===== src/rtl/pbd_pkg.sv =====
// Shared types and constants for the push-button debouncer.
package pbd_pkg;

  localparam int unsigned TS_W  = 32;
  localparam int unsigned DEB_W = 20;

  localparam logic OP_START = 1'b0;
  localparam logic OP_POLL  = 1'b1;

  localparam logic REG_DEBOUNCE_US = 1'b0;
  localparam logic REG_ACTIVE_LOW  = 1'b1;

  localparam logic [DEB_W-1:0] DEBOUNCE_RST = DEB_W'(20000);

  localparam logic [1:0] NTF_NONE   = 2'd0;
  localparam logic [1:0] NTF_CHANGE = 2'd1;
  localparam logic [1:0] NTF_ERROR  = 2'd2;

  localparam logic [1:0] ERR_NONE    = 2'd0;
  localparam logic [1:0] ERR_SHORTED = 2'd1;
  localparam logic [1:0] ERR_UNINIT  = 2'd2;

  typedef enum logic [5:0] {
    MODE_UNINIT      = 6'b000001,
    MODE_RELEASED    = 6'b000010,
    MODE_PRESS_DEB   = 6'b000100,
    MODE_PRESSED     = 6'b001000,
    MODE_RELEASE_DEB = 6'b010000,
    MODE_FAULT       = 6'b100000
  } mode_e;

  typedef struct packed {
    logic            pressed;
    logic [TS_W-1:0] held_us;
    logic [1:0]      notify;
    logic [1:0]      error;
  } pbd_result_t;

endpackage


===== src/rtl/pbd_if.sv =====
// Handshake interfaces for the debouncer input and result channels.
interface pbd_in_if;
  logic        valid;
  logic        ready;
  logic        op;
  logic        pin_level;
  logic [31:0] now_us;

  modport source (output valid, output op, output pin_level, output now_us, input ready);
  modport sink (input valid, input op, input pin_level, input now_us, output ready);
endinterface

interface pbd_out_if;
  logic        valid;
  logic        ready;
  logic        pressed;
  logic [31:0] held_us;
  logic [1:0]  notify;
  logic [1:0]  error;

  modport source (output valid, output pressed, output held_us, output notify, output error,
                  input ready);
  modport sink (input valid, input pressed, input held_us, input notify, input error,
                output ready);
endinterface


===== src/rtl/pbd_core.sv =====
// Debounce state machine, configuration registers and per-item result logic.
module pbd_core #(
  parameter int unsigned TIME_WIDTH = 32
) (
  input  logic                         clk_i,
  input  logic                         rst_ni,
  input  logic                         cfg_we_i,
  input  logic                         cfg_idx_i,
  input  logic [pbd_pkg::DEB_W-1:0]    cfg_data_i,
  input  logic                         step_i,
  input  logic                         op_i,
  input  logic                         pin_level_i,
  input  logic [pbd_pkg::TS_W-1:0]     now_us_i,
  output pbd_pkg::pbd_result_t         res_o
);
  import pbd_pkg::*;

  localparam int unsigned NW = (TIME_WIDTH < TS_W) ? TIME_WIDTH : TS_W;

  logic [DEB_W-1:0]      debounce_q;
  logic                  active_low_q;
  mode_e                 mode_q, mode_d;
  logic [TIME_WIDTH-1:0] deadline_q, deadline_d;
  logic [TIME_WIDTH-1:0] press_start_q, press_start_d;
  logic                  pressed_q, pressed_d;
  logic [TIME_WIDTH-1:0] held_q, held_d;

  logic                  level;
  logic [TIME_WIDTH-1:0] now_t;
  logic [TIME_WIDTH-1:0] arm_deadline;
  logic                  expired;
  logic [1:0]            notify;
  logic [1:0]            error;

  assign level        = pin_level_i ^ active_low_q;
  assign now_t        = TIME_WIDTH'(now_us_i[NW-1:0]);
  assign arm_deadline = now_t + TIME_WIDTH'(debounce_q);
  assign expired      = now_t > deadline_q;

  always_comb begin
    mode_d        = mode_q;
    deadline_d    = deadline_q;
    press_start_d = press_start_q;
    pressed_d     = pressed_q;
    held_d        = held_q;
    notify        = NTF_NONE;
    error         = ERR_NONE;
    if (op_i == OP_START) begin
      if (level) begin
        mode_d = MODE_FAULT;
        error  = ERR_SHORTED;
      end else begin
        mode_d = MODE_RELEASED;
      end
    end else begin
      case (mode_q)
        MODE_UNINIT: begin
          mode_d    = MODE_FAULT;
          notify    = NTF_ERROR;
          error     = ERR_UNINIT;
          pressed_d = 1'b0;
          held_d    = '0;
        end
        MODE_RELEASED: begin
          if (level) begin
            deadline_d = arm_deadline;
            mode_d     = MODE_PRESS_DEB;
          end
        end
        MODE_PRESS_DEB: begin
          if (level && expired) begin
            deadline_d    = '1;
            pressed_d     = 1'b1;
            held_d        = '0;
            press_start_d = now_t;
            notify        = NTF_CHANGE;
            mode_d        = MODE_PRESSED;
          end else if (!level) begin
            deadline_d = '1;
            mode_d     = MODE_RELEASED;
          end
        end
        MODE_PRESSED: begin
          if (!level) begin
            deadline_d = arm_deadline;
            mode_d     = MODE_RELEASE_DEB;
          end else begin
            held_d = now_t - press_start_q;
          end
        end
        MODE_RELEASE_DEB: begin
          if (!level && expired) begin
            deadline_d = '1;
            pressed_d  = 1'b0;
            held_d     = '0;
            notify     = NTF_CHANGE;
            mode_d     = MODE_RELEASED;
          end else if (level) begin
            deadline_d = '1;
            mode_d     = MODE_PRESSED;
          end
        end
        default: begin
          mode_d    = MODE_FAULT;
          pressed_d = 1'b0;
          held_d    = '0;
        end
      endcase
    end
  end

  assign res_o.pressed = pressed_d;
  assign res_o.held_us = TS_W'(held_d[NW-1:0]);
  assign res_o.notify  = notify;
  assign res_o.error   = error;

  always_ff @(posedge clk_i or negedge rst_ni) begin
    if (!rst_ni) begin
      debounce_q   <= DEBOUNCE_RST;
      active_low_q <= 1'b0;
    end else if (cfg_we_i) begin
      if (cfg_idx_i == REG_DEBOUNCE_US) begin
        debounce_q <= cfg_data_i;
      end else begin
        active_low_q <= cfg_data_i[0];
      end
    end
  end

  always_ff @(posedge clk_i or negedge rst_ni) begin
    if (!rst_ni) begin
      mode_q        <= MODE_UNINIT;
      deadline_q    <= '1;
      press_start_q <= '0;
      pressed_q     <= 1'b0;
      held_q        <= '0;
    end else if (step_i) begin
      mode_q        <= mode_d;
      deadline_q    <= deadline_d;
      press_start_q <= press_start_d;
      pressed_q     <= pressed_d;
      held_q        <= held_d;
    end
  end

endmodule


===== src/rtl/push_button_debouncer.sv =====
// Top level of the push-button debouncer: state machine plus buffered result channel.
//
// Usage:
//   in_i carries one item per handshake: op (0 start check, 1 poll), the raw
//   pin level and a microsecond timestamp. Every accepted item yields exactly
//   one result item on out_o: debounced pressed flag, hold time, notify code
//   and error code. Results leave in input order.
//   Each result is registered in the output register, or in the skid entry while that one waits.
//   Throughput is one item per cycle while in_i.ready is high; the state updates on each accepted item.
//   The result side has an output register plus one skid entry, so an item is
//   still accepted while one result waits; in_i.ready drops only when both are
//   full, and rises again the cycle after out_o takes a result.
//   Configuration: cfg_we_i writes cfg_data_i to register cfg_idx_i
//   (0 debounce time in us, 1 active-low pin). Write only while idle.
//   Reset (rst_ni low, asynchronous) returns the machine to uninitialized,
//   restores the register defaults (20000 us, active high) and empties the
//   result buffer. A poll before any start check reports an error.
module push_button_debouncer #(
  parameter int unsigned TIME_WIDTH = 32
) (
  input  logic                      clk_i,
  input  logic                      rst_ni,
  input  logic                      cfg_we_i,
  input  logic                      cfg_idx_i,
  input  logic [pbd_pkg::DEB_W-1:0] cfg_data_i,
  pbd_in_if.sink                    in_i,
  pbd_out_if.source                 out_o
);
  import pbd_pkg::*;

  pbd_result_t res;
  pbd_result_t out_q, skid_q;
  logic        out_valid_q, skid_valid_q;
  logic        in_fire, out_fire;

  assign in_i.ready = !skid_valid_q;
  assign in_fire    = in_i.valid && in_i.ready;
  assign out_fire   = out_valid_q && out_o.ready;

  pbd_core #(
    .TIME_WIDTH(TIME_WIDTH)
  ) u_core (
    .clk_i      (clk_i),
    .rst_ni     (rst_ni),
    .cfg_we_i   (cfg_we_i),
    .cfg_idx_i  (cfg_idx_i),
    .cfg_data_i (cfg_data_i),
    .step_i     (in_fire),
    .op_i       (in_i.op),
    .pin_level_i(in_i.pin_level),
    .now_us_i   (in_i.now_us),
    .res_o      (res)
  );

  always_ff @(posedge clk_i or negedge rst_ni) begin
    if (!rst_ni) begin
      out_valid_q  <= 1'b0;
      skid_valid_q <= 1'b0;
    end else if (skid_valid_q) begin
      if (out_fire) begin
        skid_valid_q <= 1'b0;
      end
    end else if (in_fire) begin
      if (!out_valid_q || out_fire) begin
        out_valid_q <= 1'b1;
      end else begin
        skid_valid_q <= 1'b1;
      end
    end else if (out_fire) begin
      out_valid_q <= 1'b0;
    end
  end

  always_ff @(posedge clk_i) begin
    if (skid_valid_q) begin
      if (out_fire) begin
        out_q <= skid_q;
      end
    end else if (in_fire) begin
      if (!out_valid_q || out_fire) begin
        out_q <= res;
      end else begin
        skid_q <= res;
      end
    end
  end

  assign out_o.valid   = out_valid_q;
  assign out_o.pressed = out_q.pressed;
  assign out_o.held_us = out_q.held_us;
  assign out_o.notify  = out_q.notify;
  assign out_o.error   = out_q.error;

  a_skid_implies_out: assert property (@(posedge clk_i) disable iff (!rst_ni)
    skid_valid_q |-> out_valid_q)
    else $error("skid entry held with empty output register");

  a_ready_when_empty: assert property (@(posedge clk_i) disable iff (!rst_ni)
    !out_valid_q |-> in_i.ready)
    else $error("input stalled while result buffer is empty");

  a_err_notify: assert property (@(posedge clk_i) disable iff (!rst_ni)
    (out_o.valid && out_o.notify == NTF_ERROR) |-> (out_o.error == ERR_UNINIT))
    else $error("error notify without uninitialized error code");

  a_released_no_hold: assert property (@(posedge clk_i) disable iff (!rst_ni)
    (out_o.valid && !out_o.pressed) |-> (out_o.held_us == '0))
    else $error("hold time reported while released");

  a_lat_one: assert property (@(posedge clk_i) disable iff (!rst_ni)
    in_fire |=> out_valid_q)
    else $error("accepted item produced no result");

endmodule

===== src/flat_wrapper.sv =====
// flat-port wrapper written by rule: the top's interface ports become plain ports
module push_button_debouncer_flat import pbd_pkg::*;
#(
  parameter int unsigned TIME_WIDTH = 32
)
  (clk_i, rst_ni, cfg_we_i, cfg_idx_i, cfg_data_i, in_i_valid, in_i_op, in_i_pin_level, in_i_now_us, in_i_ready, out_o_valid, out_o_pressed, out_o_held_us, out_o_notify, out_o_error, out_o_ready);
  pbd_in_if in_i_i ();
  pbd_out_if out_o_i ();
  input  logic clk_i;
  input  logic rst_ni;
  input  logic cfg_we_i;
  input  logic cfg_idx_i;
  input  logic [pbd_pkg::DEB_W-1:0] cfg_data_i;
  input wire logic [$bits(in_i_i.valid)-1:0] in_i_valid;
  input wire logic [$bits(in_i_i.op)-1:0] in_i_op;
  input wire logic [$bits(in_i_i.pin_level)-1:0] in_i_pin_level;
  input wire logic [$bits(in_i_i.now_us)-1:0] in_i_now_us;
  output wire logic [$bits(in_i_i.ready)-1:0] in_i_ready;
  output wire logic [$bits(out_o_i.valid)-1:0] out_o_valid;
  output wire logic [$bits(out_o_i.pressed)-1:0] out_o_pressed;
  output wire logic [$bits(out_o_i.held_us)-1:0] out_o_held_us;
  output wire logic [$bits(out_o_i.notify)-1:0] out_o_notify;
  output wire logic [$bits(out_o_i.error)-1:0] out_o_error;
  input wire logic [$bits(out_o_i.ready)-1:0] out_o_ready;
  assign in_i_i.valid = in_i_valid;
  assign in_i_i.op = in_i_op;
  assign in_i_i.pin_level = in_i_pin_level;
  assign in_i_i.now_us = in_i_now_us;
  assign in_i_ready = in_i_i.ready;
  assign out_o_valid = out_o_i.valid;
  assign out_o_pressed = out_o_i.pressed;
  assign out_o_held_us = out_o_i.held_us;
  assign out_o_notify = out_o_i.notify;
  assign out_o_error = out_o_i.error;
  assign out_o_i.ready = out_o_ready;
  push_button_debouncer #(.TIME_WIDTH(TIME_WIDTH)) u_core (.clk_i(clk_i), .rst_ni(rst_ni), .cfg_we_i(cfg_we_i), .cfg_idx_i(cfg_idx_i), .cfg_data_i(cfg_data_i), .in_i(in_i_i), .out_o(out_o_i));
endmodule

===== config.mk =====
export PLATFORM = sky130hd
export DESIGN_NAME = push_button_debouncer_flat
export DESIGN_NICKNAME = d
export VERILOG_FILES = /design/src/rtl/pbd_pkg.sv /design/src/rtl/pbd_if.sv /design/src/rtl/pbd_core.sv /design/src/rtl/push_button_debouncer.sv /design/src/flat_wrapper.sv
export SDC_FILE = /design/constraint.sdc
export NUM_CORES = 1
export LEC_CHECK = 0
export ABC_AREA = 1
export CAP_MARGIN = 20
export CORE_MARGIN = 1.5
export CORE_UTILIZATION = 58
export CTS_CLUSTER_DIAMETER = 60
export CTS_CLUSTER_SIZE = 20
export DETAILED_ROUTE_END_ITERATION = 10
export DONT_BUFFER_PORTS = 1
export PLACE_DENSITY = 0.75
export SYNTH_ARGS = -nofsm -noshare
export SYNTH_HDL_FRONTEND = slang
export SYNTH_SLANG_ARGS = --single-unit

===== constraint.sdc =====
create_clock -name clk_i -period 3.1 [get_ports clk_i]
set_input_delay 0.62 -clock clk_i [delete_from_list [all_inputs] [get_ports clk_i]]
set_output_delay 0.62 -clock clk_i [all_outputs]
set_load 0.02 [all_outputs]

# Word level (Yosys, flattened, before mapping)

Cells that the tools add are included.

Register bits after elaboration: 200
Latch bits: 0
Bits in writable memories: 0
Memory bits (read-only): 0
Input bits: 60
Logic and storage cells: 103
Memories kept: 0

Add/subtract/negate cells: 2
$mul: 0
Divide/modulo/power cells: 0
Order comparisons: 1
Equal/unequal tests: 15
Shifts and indexed selects: 0
Multiplexer cells: 43
Bitwise operators: 4
Reduce and logical (&&, ||, !) cells: 21

Operators with widths:

| kind                 | count |
|---|---|
| $mux W32             | 10 |
| $pmux W32 S4         | 2 |
| $mux W37             | 4 |
| $mux W6              | 8 |
| $add A32 B20 Y32     | 1 |
| $gt A32 B32 Y1       | 1 |
| $sub A32 B32 Y32     | 1 |
| $pmux W6 S4          | 1 |
| $mux W1              | 13 |
| $ne A3 B3 Y1 const B | 4 |
| $reduce_and A3 Y1    | 3 |
| $ne A2 B2 Y1 const B | 4 |
| $ne A4 B4 Y1 const B | 2 |
| $reduce_and A7 Y1    | 1 |
| $eq A6 B1 Y1 const B | 1 |
| $eq A6 B2 Y1 const B | 1 |
| $eq A6 B3 Y1 const B | 1 |
| $eq A6 B4 Y1 const B | 1 |
| $eq A6 B5 Y1 const B | 1 |
| $mux W2              | 3 |
| $pmux W2 S3          | 1 |
| $reduce_bool A2 Y1   | 3 |
| $reduce_and A5 Y1    | 1 |
| $logic_and A1 B1 Y1  | 4 |
| 9 further kinds      | 14 |

# Longest topological paths before layout

Gate-level depths: netlist of run 1.

Depth after elaboration: 9
Depth in mapped cells: 21
Depth with buffers taken out: 21

# Modules after synthesis

From an unflattened synthesis of run 1, not the netlist that was laid out.

Cells, all modules: 2094
Area total of the unflattened synthesis: 14420.1 um^2

Modules (own cells, without submodules):

| module                | instances | cells each | area an instance (um^2) | sequential area each (um^2) |
|---|---|---|---|---|
| pbd_core              | 1         | 1882       | 11596.1                 | 3150.5 |
| push_button_debouncer | 1         | 212        | 2824.0                  | 2272.2 |

# Worst setup path before layout of run 1

Ideal clock, no wire load.

Path type: input -> register
From: in in_i_valid
To: reg u_core.out_q (netlist bit u_core.out_o.error[0]) (enable)
Setup time: 441 ps
Arrival: 2837 ps
Slack: -178 ps
Stages on the path: 4
Path through: nand2_1 clkbuf_1 clkbuf_1 a21oi_1

Cells in the longest elaborated chain, start to end: 3

Ends and longest elaborated chain:

| what                         | RTL line                    | RTL |
|---|---|---|
| from (decl)                  | flat_wrapper.sv:14          | `input wire logic [$bits(in_i_i.valid)-1:0] in_i_valid;` |
| $logic_and A1 B1 Y1          | push_button_debouncer.sv:37 | `assign in_fire = in_i.valid && in_i.ready;` |
| $reduce_bool A2 Y1 (no line) | --                          |  |
| $reduce_and A3 Y1 (no line)  | --                          |  |
| to (signal assigned)         | push_button_debouncer.sv:77 | `out_q <= skid_q;` |
| to (signal assigned)         | push_button_debouncer.sv:81 | `out_q <= res;` |
| to (decl)                    | push_button_debouncer.sv:32 | `pbd_result_t out_q, skid_q;` |

Every way passes these cells.
A chain may end at the register's enable or synchronous reset.

==> flow_summary_export.csv, run 1 <==
group,metric,value,unit
status,status,"complete, no violations",
yosys,syn_avg_cell_area,7.24,um^2
global_route,grt_max_degree,89,
detailed_routing,routed_wl,36.8,mm
timing,hold_viol,0,
setup_path,critical_path_class,"flip-flop to flip-flop",
detailed_routing,num_vias,12500,
clock_tree,cts_resized,0,
yosys,synth_cell_types,54,
power,pwr_density_cell,654,nW/um^2
timing,slew_headroom,45.0,%
job,cap_violations,0,
cells_and_area,fillCellCount,2138,
setup_path,end_kind,"flip-flop",
yosys,ys_seq_elements,198,
setup_path,cp_max_fo,34,
yosys,synth_edf_count,72,
timing,worstMarginPinSlew,0.823,ns
timing,setup_viol,0,
global_route,antenna_found_initial,1,
yosys,synth-seq-area-share,38.8,%
clock_tree,cts_max_level,4,
detailed_routing,remaining_drc_errors,0,
cells_and_area,layout_common_cells,"nand2_1, inv_1, nor2_1, nand3_1, a21oi_1",
cells_and_area,drive_gt1_share,7.82,%
clock_tree,cts_tree,"built",
cells_and_area,layout_commonest_cell,"nand2_1",
global_route,grtUsageTotal,30.8,%
timing,post-route-period-util,92.6,%
detailed_routing,drt_iter0_drc,1034,
power,power_leakage,0.00761,uW
clock_tree,clock_latency,0.44,ns
power,peakVddDrop,0.000507,V
floorplanning,die_x,157,um
timing,report.final.slew_viol_count,0,
global_route,grt_first_pass_wirelength,59.9,mm
detailed_routing,firstDrtPassIters,9,
clock_tree,clock_sinks,198,
floorplanning,start_util,59.1,%
global_route,grt_pass1_vias,11900,
setup_path,arrival,3.08,ns
floorplanning,boundaryPins,99,
cells_and_area,fin_nets,2037,
yosys,netlist_area,13800,um^2
cells_and_area,antenna_cells,0,
timing,min_period,2.87,ns
clock_tree,clk_pin_slew,0.09,ns
timing,rsz0062_at_grt,"no",
timing,fin_tns_setup,0,ns
place,place.gp.congestion,0.961,
power,finalPower,9710,uW
yosys,synth-main-ff-cell,"dfrtp_1",
timing,clock_skew,0.0186,ns
detailed_routing,viasPerCell,5.62,
yosys,async_flop_share,63.6,%
cells_and_area,syn_to_final_growth,7.43,%
clock_tree,cts-root-buf,"clkbuf_16",
yosys,ys_warn_count,0,
place,hpwl,25.9,mm
floorplanning,core_area,23400,um^2
detailed_routing,antenna_left,0,
min_path,worstHoldPathType,"input pin to async pin",
floorplanning,die_area,24800,um^2
yosys,syn-num-nets,2054,
floorplanning,rows,56,
floorplanning,dieHeight,157,um
detailed_routing,wire_per_inst,16.5,um
setup_path,required,3.31,ns
timing,fmaxAchievable,348,MHz
place,portBuffers,0,
yosys,netlist_instances,1909,
global_route,overflow,0,
clock_tree,cts_made_buffers,17,
setup_path,cp-start-kind,"flip-flop",
clock_tree,clk_path_buf_depth,2,
-- report_power, final --
| part | internal, uW | total (uW) | switching (uW) |
|---|---|---|---|
| Clock | 1200 | 2410 | 1210 |
| Combinational | 1080 | 3300 | 2220 |
| Sequential | 3520 | 4000 | 484 |
| Total | 5790 | 9710 | 3920 |
-- kinds of logic after synthesis --
group | Yosys count | share of synthesized area (%)
adder cells (fa/ha/maj) | 85 | 7.80
AO/OA/AOI/OAI | 298 | 12.0
XOR/XNOR | 26 | 1.65
buffers and inverters | 319 | 9.21
multiplexers | 19 | 1.55
flip-flops | 198 | 38.8
AND/OR/NAND/NOR | 964 | 29.0
-- through the flow --
step	hold slack (ns)	util [%]	setup WS, ns	cells	area (um^2)
2_1_floorplan	0.324	-	0.255	1909	13800
3_3_place_gp	0.328	60.5	0.128	2188	14100
3_5_place_dp	0.328	60.5	0.110	2188	14100
4_1_cts	0.00126	63.4	0.253	2222	14800
5_1_grt	0.00451	63.5	0.0185	2224	14900
6_report	0.0178	63.5	0.229	2224	14900
-- cell usage after synthesis, types with 3 or more instances --
master,n,area share (%)
dfrtp_1,88,16
a21o_1,6,0.33
a31oi_1,11,0.50
clkbuf_1,37,1.0
nand3b_1,3,0.16
or2_2,4,0.18
nand3_1,129,4.7
a22oi_1,8,0.43
o31ai_1,4,0.22
ha_1,83,7.5
inv_2,3,0.081
buf_2,13,0.47
xor2_1,16,1.0
dfstp_2,38,7.2
nor3_1,10,0.36
nand2_2,3,0.14
nor2_2,3,0.14
buf_1,4,0.11
buf_4,4,0.22
mux2_2,19,1.5
buf_6,6,0.49
nand4_1,19,0.86
o211ai_1,7,0.38
nand2_1,636,17
o22ai_1,18,0.81
o21ai_2,6,0.38
xnor2_1,10,0.63
nor2_1,139,3.8
a21oi_1,114,4.1
edfxtp_1,72,16
o21ai_1,34,1.2
o21ai_0,77,2.8
o21bai_1,5,0.27
inv_1,250,6.8
-- critical path, cell delays in order (launching register included) --
cell	delay [ns]
dfstp_2	0.52
inv_1	0.04
ha_1	0.28
nand2_1	0.08
nor2_2	0.21
nand2_1	0.09
nand2_1	0.12
nand2_1	0.06
nand2_1	0.07
nand2_2	0.08
nand2_4	0.14
nand3_4	0.09
buf_12	0.18
nand3_1	0.08
nand2_1	0.06
o21ai_0	0.25
nand2_1	0.13
nand2_1	0.08
nand2_1	0.05
-- metal layers --
metal / global-route usage (%) / vias to the layer above / wire (um)
met2: 53.8 / 487 / 18000
li1: - / 6158 / -
met5: 0 / - / 14
met4: 11.0 / 2 / 890
met3: 4.65 / 61 / 2670
met1: 38.7 / 5789 / 15200
-- flip-flops by register name, summed over array words and instances (netlist names) --
name and flops:
u_core.out_o.error 2, u_core.out_o.held_us 32, u_core.out_o.notify 1, u_core.out_o.pressed 1, u_core.out_o.valid 1, u_core.skid_q 36, u_core.skid_valid_q 1, u_core.u_core.active_low_q 1
u_core.u_core.deadline_q 32, u_core.u_core.debounce_q 20, u_core.u_core.held_q 32, u_core.u_core.mode_q 6, u_core.u_core.press_start_q 32, u_core.u_core.pressed_q 1
-- area by class of cell --
class / instances / area [um^2] / area share [%]
repair buffers: 28 / 288 / 1.94
clock inverters: 15 / 218 / 1.47
inverters: 255 / 957 / 6.45
well taps: 319 / 399 / 2.69
multi-input cells: 1392 / 7200 / 48.5
flip-flops and latches: 198 / 5360 / 36.1
clock buffers: 17 / 425 / 2.86
-- final timing paths --
| kind | end | cells past startpoint | slack (ns) | startpoint |
|---|---|---|---|---|
| max | u_core.out_o.held_us[1] | 18 | 0.23 | u_core.u_core.deadline_q[7] |
| min | u_core.u_core.deadline_q[1] | 0 | 0.02 | rst_ni |
| max reg2reg | u_core.out_o.held_us[1] | 18 | 0.23 | u_core.u_core.deadline_q[7] |
| min reg2reg | u_core.u_core.press_start_q[30] | 2 | 0.49 | u_core.u_core.press_start_q[30] |
| max in group asynchronous | u_core.u_core.deadline_q[6] | 1 | 2.42 | rst_ni |
| min in group clk_i | u_core.u_core.active_low_q | 1 | 0.27 | cfg_we_i |
-- timing repair --
item                      CTS  global route
buffers inserted            0             0
hold endpoints to repair   88             2
hold buffers                2             2
No activity file was read; power rests on OpenSTA's default activity.
==> inputs of run 2 (changes only) <==
--- a/config.mk
+++ b/config.mk
@@ -5,7 +5,7 @@
 export SDC_FILE = /design/constraint.sdc
 export NUM_CORES = 1
 export LEC_CHECK = 0
-export ABC_AREA = 1
+export ABC_AREA = 0
 export CAP_MARGIN = 20
 export CORE_MARGIN = 1.5
 export CORE_UTILIZATION = 58
@@ -13,7 +13,7 @@
 export CTS_CLUSTER_SIZE = 20
 export DETAILED_ROUTE_END_ITERATION = 10
 export DONT_BUFFER_PORTS = 1
-export PLACE_DENSITY = 0.75
+export PLACE_DENSITY = 0.76
 export SYNTH_ARGS = -nofsm -noshare
 export SYNTH_HDL_FRONTEND = slang
 export SYNTH_SLANG_ARGS = --single-unit
==> run 2 against run 1 <==
The flow now finishes with violations (negative setup slack). Power up 12%. Clock skew down 0.0033 ns. Die area fell by 13%. Fmax shrank 17%. Clock power down 6%. Sequential power rose by 3%. Sequential cell count unchanged. Critical path depth down 6. Global-route usage down 1.3 points. Worst hold slack got worse by 0.0051 ns. Critical endpoint is now u_core.out_o.held_us[14].
==> flow_summary_export.csv, run 2 <==
group,metric,value,unit
global_route,grt_pass1_vias,9689,
yosys,netlist_area,12000,um^2
yosys,synth_top_area_share,18.3,%
timing,worstMarginPinSlew,0.684,ns
floorplanning,rows,52,
timing,min_period,3.44,ns
cells_and_area,largest_reg_flops,36,
clock_tree,clock_latency,0.46,ns
yosys,syn-num-nets,1312,
clock_tree,cts_tree,"built",
global_route,grt_first_pass_wirelength,50.2,mm
setup_path,cp-start-kind,"flip-flop",
detailed_routing,firstDrtPassIters,7,
timing,fin_tns_setup,-20.59,ns
timing,report.final.slew_viol_count,0,
cells_and_area,antenna_cells,0,
place,place.gp.congestion,0.915,
floorplanning,boundaryPins,99,
global_route,grt_max_degree,89,
yosys,async_flop_share,63.6,%
yosys,synth.area.top_cells,"dfrtp_1, edfxtp_1, ha_1",
yosys,synth-seq-area-share,44.6,%
clock_tree,cts_made_buffers,17,
setup_path,required,3.30,ns
timing,clock_skew,0.0153,ns
job,cap_violations,0,
cells_and_area,drive_gt1_share,33.7,%
timing,post-route-period-util,111,%
yosys,yosys.area.top_type,"dfrtp_1",
cells_and_area,syn_to_final_growth,26.5,%
cells_and_area,regMostFlops,"u_core.skid_q",
yosys,synth-main-ff-cell,"dfrtp_1",
status,violations,"negative setup slack",
detailed_routing,antenna_left,0,
floorplanning,core_area,20300,um^2
yosys,syn_avg_cell_area,10.3,um^2
clock_tree,clock_sinks,198,
clock_tree,clk_path_buf_depth,2,
setup_path,arrival,3.65,ns
cells_and_area,layout_commonest_cell,"buf_4",
setup_path,end_kind,"flip-flop",
floorplanning,die_x,147,um
timing,setup_viol,145,
power,power_leakage,0.00640,uW
place,portBuffers,0,
yosys,synth_commonest_cells,"nand2_1, dfrtp_1, o21ai_0",
yosys,ys_warn_count,0,
detailed_routing,wire_per_inst,22.0,um
detailed_routing,drt_iter0_drc,942,
detailed_routing,num_vias,10200,
detailed_routing,remaining_drc_errors,0,
floorplanning,start_util,59.2,%
floorplanning,die_area,21600,um^2
floorplanning,dieHeight,147,um
yosys,synth_cell_types,73,
cells_and_area,layout_common_cells,"buf_4, dfrtp_1, nand2_1, a21oi_1, edfxtp_1",
timing,slew_headroom,54.4,%
place,hpwl,21.9,mm
clock_tree,clk_pin_slew,0.08,ns
global_route,grtUsageTotal,29.5,%
timing,hold_viol,0,
yosys,synth.most_common_cell,"nand2_1",
setup_path,cp_max_fo,17,
cells_and_area,fin_nets,1449,
yosys,ys_seq_elements,198,
power,pwr_density_cell,714,nW/um^2
min_path,worstHoldPathType,"input pin to async pin",
detailed_routing,routed_wl,34.9,mm
clock_tree,cts-root-buf,"clkbuf_16",
setup_path,critical_path_class,"flip-flop to flip-flop",
cells_and_area,fin_util,74.9,%
status,status,"finished with violations",
timing,rsz0062_at_grt,"yes",
yosys,synth_edf_count,72,
power,peakVddDrop,0.000475,V
detailed_routing,viasPerCell,6.42,
timing,setup_slack,-0.342,ns
global_route,antenna_found_initial,0,
timing,fmaxAchievable,291,MHz
global_route,overflow,0,
clock_tree,cts_max_level,4,
yosys,netlist_instances,1167,
run 2: cell type report:
class                           count  area (um^2)
Tap cell                          270          338
Multi-Input combinational cell    844         7050
Fill cell                        1282         5090
Timing Repair Buffer              166         1560
Clock buffer                       17          425
Inverter                           77          289
Clock inverter                     15          188
Sequential cell                   198         5360
run 2: worst max-delay path: stages, from the launching register on:
cell and delay [ns]:
dfstp_2 0.53, inv_2 0.05, ha_4 0.26, nand4_1 0.13
or4_4 0.58, o21bai_4 0.21, a31oi_4 0.23, o21a_1 0.19
o21a_4 0.18, nand4_4 0.09, buf_12 0.17, a22o_1 0.27
mux2_4 0.28
run 2: through the flow:
step,hold WS (ns),setup slack [ns],total power (uW),instances,cell area [um^2]
after floorplan,0.324,-0.119,6310,1167,12100
after global placement,0.330,-0.451,7470,1526,13400
after detailed placement,0.327,-0.548,7620,1526,13400
after CTS,0.00357,-0.179,10100,1573,14300
after global routing,0.000565,-0.407,11400,1587,15200
final,0.0126,-0.342,10900,1587,15200
run 2: cells by family after synthesis:
family | count (synthesis) | share of synthesized area, %
AND/OR/NAND/NOR | 264 | 10.4
buffers and inverters | 125 | 4.11
AO/OA/AOI/OAI | 357 | 20.2
flip-flops | 198 | 44.6
adder cells (fa/ha/maj) | 85 | 8.97
XOR/XNOR | 58 | 4.23
multiplexers | 80 | 7.48
run 2: path summary, 6_finish.rpt:
kind                       slack [ns]  cells past startpoint                            start                         endpoint
setup / recovery                -0.34                     12     u_core.u_core.deadline_q[26]         u_core.out_o.held_us[14]
hold / removal                   0.01                      0                           rst_ni     u_core.u_core.deadline_q[31]
setup reg to reg                -0.34                     12     u_core.u_core.deadline_q[26]         u_core.out_o.held_us[14]
hold reg to reg                  0.49                      2  u_core.u_core.press_start_q[23]  u_core.u_core.press_start_q[23]
max in group asynchronous        2.43                      1                           rst_ni     u_core.u_core.deadline_q[30]
min in group clk_i               0.25                      1                      out_o_ready              u_core.skid_valid_q
run 2: metal layers:
| layer | vias up | track usage (%) | wire, um |
|---|---|---|---|
| li1 | 4607 | - | - |
| met1 | 4968 | 39.2 | 14100 |
| met2 | 494 | 49.8 | 17100 |
| met3 | 118 | 5.40 | 2380 |
| met4 | 0 | 8.45 | 1310 |
| met5 | - | 0 | 0 |
run 2: what timing repair did:
| item | in CTS | in global routing |
|---|---|---|
| pin swaps | 6 | 12 |
| hold buffers | 2 | 0 |
| hold endpoints to repair | 88 | 0 |
| cloned | 1 | 8 |
| setup endpoints to repair | 141 | 160 |
| gates resized for setup | 49 | 159 |
| buffers inserted | 13 | 6 |
run 2: where the power goes:
| part | internal, uW | total, uW | switching [uW] |
|---|---|---|---|
| clock network | 1100 | 2270 | 1170 |
| registers | 3540 | 4120 | 586 |
| logic | 2050 | 4470 | 2420 |
==> inputs of run 3 (changes only) <==
--- a/config.mk
+++ b/config.mk
@@ -13,6 +13,7 @@
 export CTS_CLUSTER_SIZE = 20
 export DETAILED_ROUTE_END_ITERATION = 10
 export DONT_BUFFER_PORTS = 1
+export HOLD_SLACK_MARGIN = 0.12
 export PLACE_DENSITY = 0.76
 export SYNTH_ARGS = -nofsm -noshare
 export SYNTH_HDL_FRONTEND = slang
==> run 3 against run 2 <==
The flow finishes with violations (negative hold slack, negative setup slack). Critical endpoint is now u_core.out_o.held_us[11]. Count of clock-buffer cells in the layout did not move. First-iteration DRC count is 2.5% higher. Largest power group unchanged. Register-to-register slack worse by 0.03 ns. Sequential share of layout area up 0.096 points. Routed wire length is 0.42% lower. Power is 0.54% lower. Via count increased by 0.67%. Critical path type unchanged. Setup slack worse by 0.027 ns. Non-clock buffer count fell by 1. Worst hold slack worse by 0.17 ns. Sequential cell count stayed put.
==> flow_summary_export.csv, run 3 (same netlist as run 2, synthesis figures left out) <==
group,metric,value,unit
status,status,"finished with violations",
status,violations,"negative hold slack, negative setup slack",
timing,setup_slack,-0.369,ns
power,power_leakage,0.00638,uW
cells_and_area,largest_reg_flops,36,
global_route,overflow,0,
floorplanning,boundaryPins,99,
floorplanning,die_x,147,um
setup_path,ff2ff_setup_slack,-0.37,ns
detailed_routing,routed_wl,34.8,mm
setup_path,arrival,3.68,ns
power,peakVddDrop,0.000466,V
timing,min_period,3.47,ns
place,post_dp_cell_area,13400,um^2
timing,report.final.slew_viol_count,0,
global_route,grtUsageTotal,29.1,%
place,place.gp.congestion,0.915,
cells_and_area,syn_to_final_growth,26.2,%
cells_and_area,fin_util,74.7,%
cells_and_area,final_area,15200,um^2
job,cap_violations,0,
timing,fmaxAchievable,288,MHz
detailed_routing,num_vias,10300,
timing,setup_viol,150,
floorplanning,rows,52,
clock_tree,clk_pin_slew,0.09,ns
setup_path,crit_path_start,"u_core.u_core.deadline_q[24]",
setup_path,cp-start-kind,"flip-flop",
floorplanning,core_area,20300,um^2
setup_path,cp_max_fo,8,
place,portBuffers,0,
timing,post-route-period-util,112,%
timing,rsz0062_at_grt,"yes",
timing,hold_viol,88,
setup_path,critPathMaxStageDelay,0.59,ns
cells_and_area,regMostFlops,"u_core.skid_q",
clock_tree,clock_latency,0.46,ns
detailed_routing,wire_per_inst,21.9,um
setup_path,slowest_stage,"or4_4",
cells_and_area,drive_gt1_share,33.7,%
setup_path,required,3.31,ns
cells_and_area,layout_common_cells,"buf_4, dfrtp_1, nand2_1, a21oi_1, edfxtp_1",
detailed_routing,viasPerCell,6.47,
floorplanning,dieHeight,147,um
setup_path,path_cells,"inv_2, ha_4, nand4_1, or4_4, o21bai_4, a31oi_4, o21a_1, o21a_4, o211ai_4, buf_12, a22o_1, mux2_4",
place,post-place-ws,-0.548,ns
clock_tree,cts-root-buf,"clkbuf_16",
global_route,grt_pass1_vias,9651,
min_path,worstHoldPathType,"input pin to async pin",
clock_tree,cts_max_level,4,
clock_tree,clock_sinks,198,
detailed_routing,drt_iter0_drc,966,
setup_path,r2r_end,"u_core.out_o.held_us[11]",
cells_and_area,fin_nets,1448,
detailed_routing,firstDrtPassIters,7,
global_route,grt_max_degree,127,
setup_path,end_kind,"flip-flop",
clock_tree,cts_tree,"built",
floorplanning,start_util,59.2,%
timing,clock_skew,0.0147,ns
floorplanning,die_area,21600,um^2
global_route,antenna_found_initial,0,
timing,whs,-0.159,ns
timing,worstMarginPinSlew,0.670,ns
setup_path,timing.rr.start,"u_core.u_core.deadline_q[24]",
power,finalPower,10800,uW
cells_and_area,antenna_cells,0,
setup_path,reg2regPathDepth,12,
global_route,grt_first_pass_wirelength,49.5,mm
setup_path,critical_path_class,"flip-flop to flip-flop",
clock_tree,clk_path_buf_depth,2,
detailed_routing,antenna_left,0,
clock_tree,cts_made_buffers,17,
cells_and_area,layout_commonest_cell,"buf_4",
timing,slew_headroom,55.4,%
power,pwr_density_cell,713,nW/um^2
detailed_routing,remaining_drc_errors,0,
place,hpwl,21.9,mm
-- run 3: cell count changes in the layout (fill, tap and decap cells not counted), sizes merged --
cell,delta
dlygate4sd3,-1
-- run 3: where the power goes --
group          internal, uW  switching, uW  total (uW)
clock network          1100           1180        2280
registers              3540            577        4120
logic                  2030           2380        4410
-- run 3: layout make-up --
| class | instances | area (um^2) |
|---|---|---|
| multi-input cells | 844 | 7040 |
| flip-flops and latches | 198 | 5360 |
| fillers | 1312 | 5130 |
| repair buffers | 165 | 1530 |
| clock buffers | 17 | 425 |
| well taps | 270 | 338 |
| inverters | 77 | 289 |
| clock inverters | 15 | 188 |
-- run 3: worst max-delay path: cells and delay by family, from the launching register on --
family / cells / cell delay [ns]
AOI/OAI and AO/OA: 6 / 1.20
muxes: 1 / 0.26
buffers and inverters: 2 / 0.22
adders and majority gates: 1 / 0.26
and+or+nand+nor: 2 / 0.75
DFF: 1 / 0.54
-- run 3: layer usage --
metal	up-vias	part of all wire, %	routed length [um]	global-route usage (%)
met1	5042	39	13700	38.0
met2	510	49	17200	48.6
met3	102	7.5	2610	6.09
li1	4601	-	-	-
met5	-	0	0	0
met4	0	3.7	1280	9.60
-- run 3: how the worst max path moves through the flow --
stage	to	slack [ns]	cells after the start
floorplan	u_core.out_o.held_us[31]	-0.12	11
global placement	u_core.out_o.held_us[22]	-0.45	14
detailed placement	u_core.out_o.held_us[22]	-0.55	14
CTS	u_core.out_o.held_us[8]	-0.18	12
global route	u_core.out_o.held_us[11]	-0.38	12
finish	u_core.out_o.held_us[11]	-0.37	12
-- run 3: stage by stage --
step / TNS, ns / instances
floorplan: -0.983 / 1167
global placement: -27.23 / 1526
detailed placement: -32.49 / 1526
CTS: -7.11 / 1571
global route: -30.03 / 1586
finish: -25.32 / 1586
-- run 3: repair_timing --
action / in CTS / in global routing
endpoints found under the setup margin: 141 / 160
cloned: 1 / 8
pin swaps: 6 / 12
endpoints found under the hold margin: 126 / 126
resized for setup: 49 / 157
setup buffers: 13 / 7
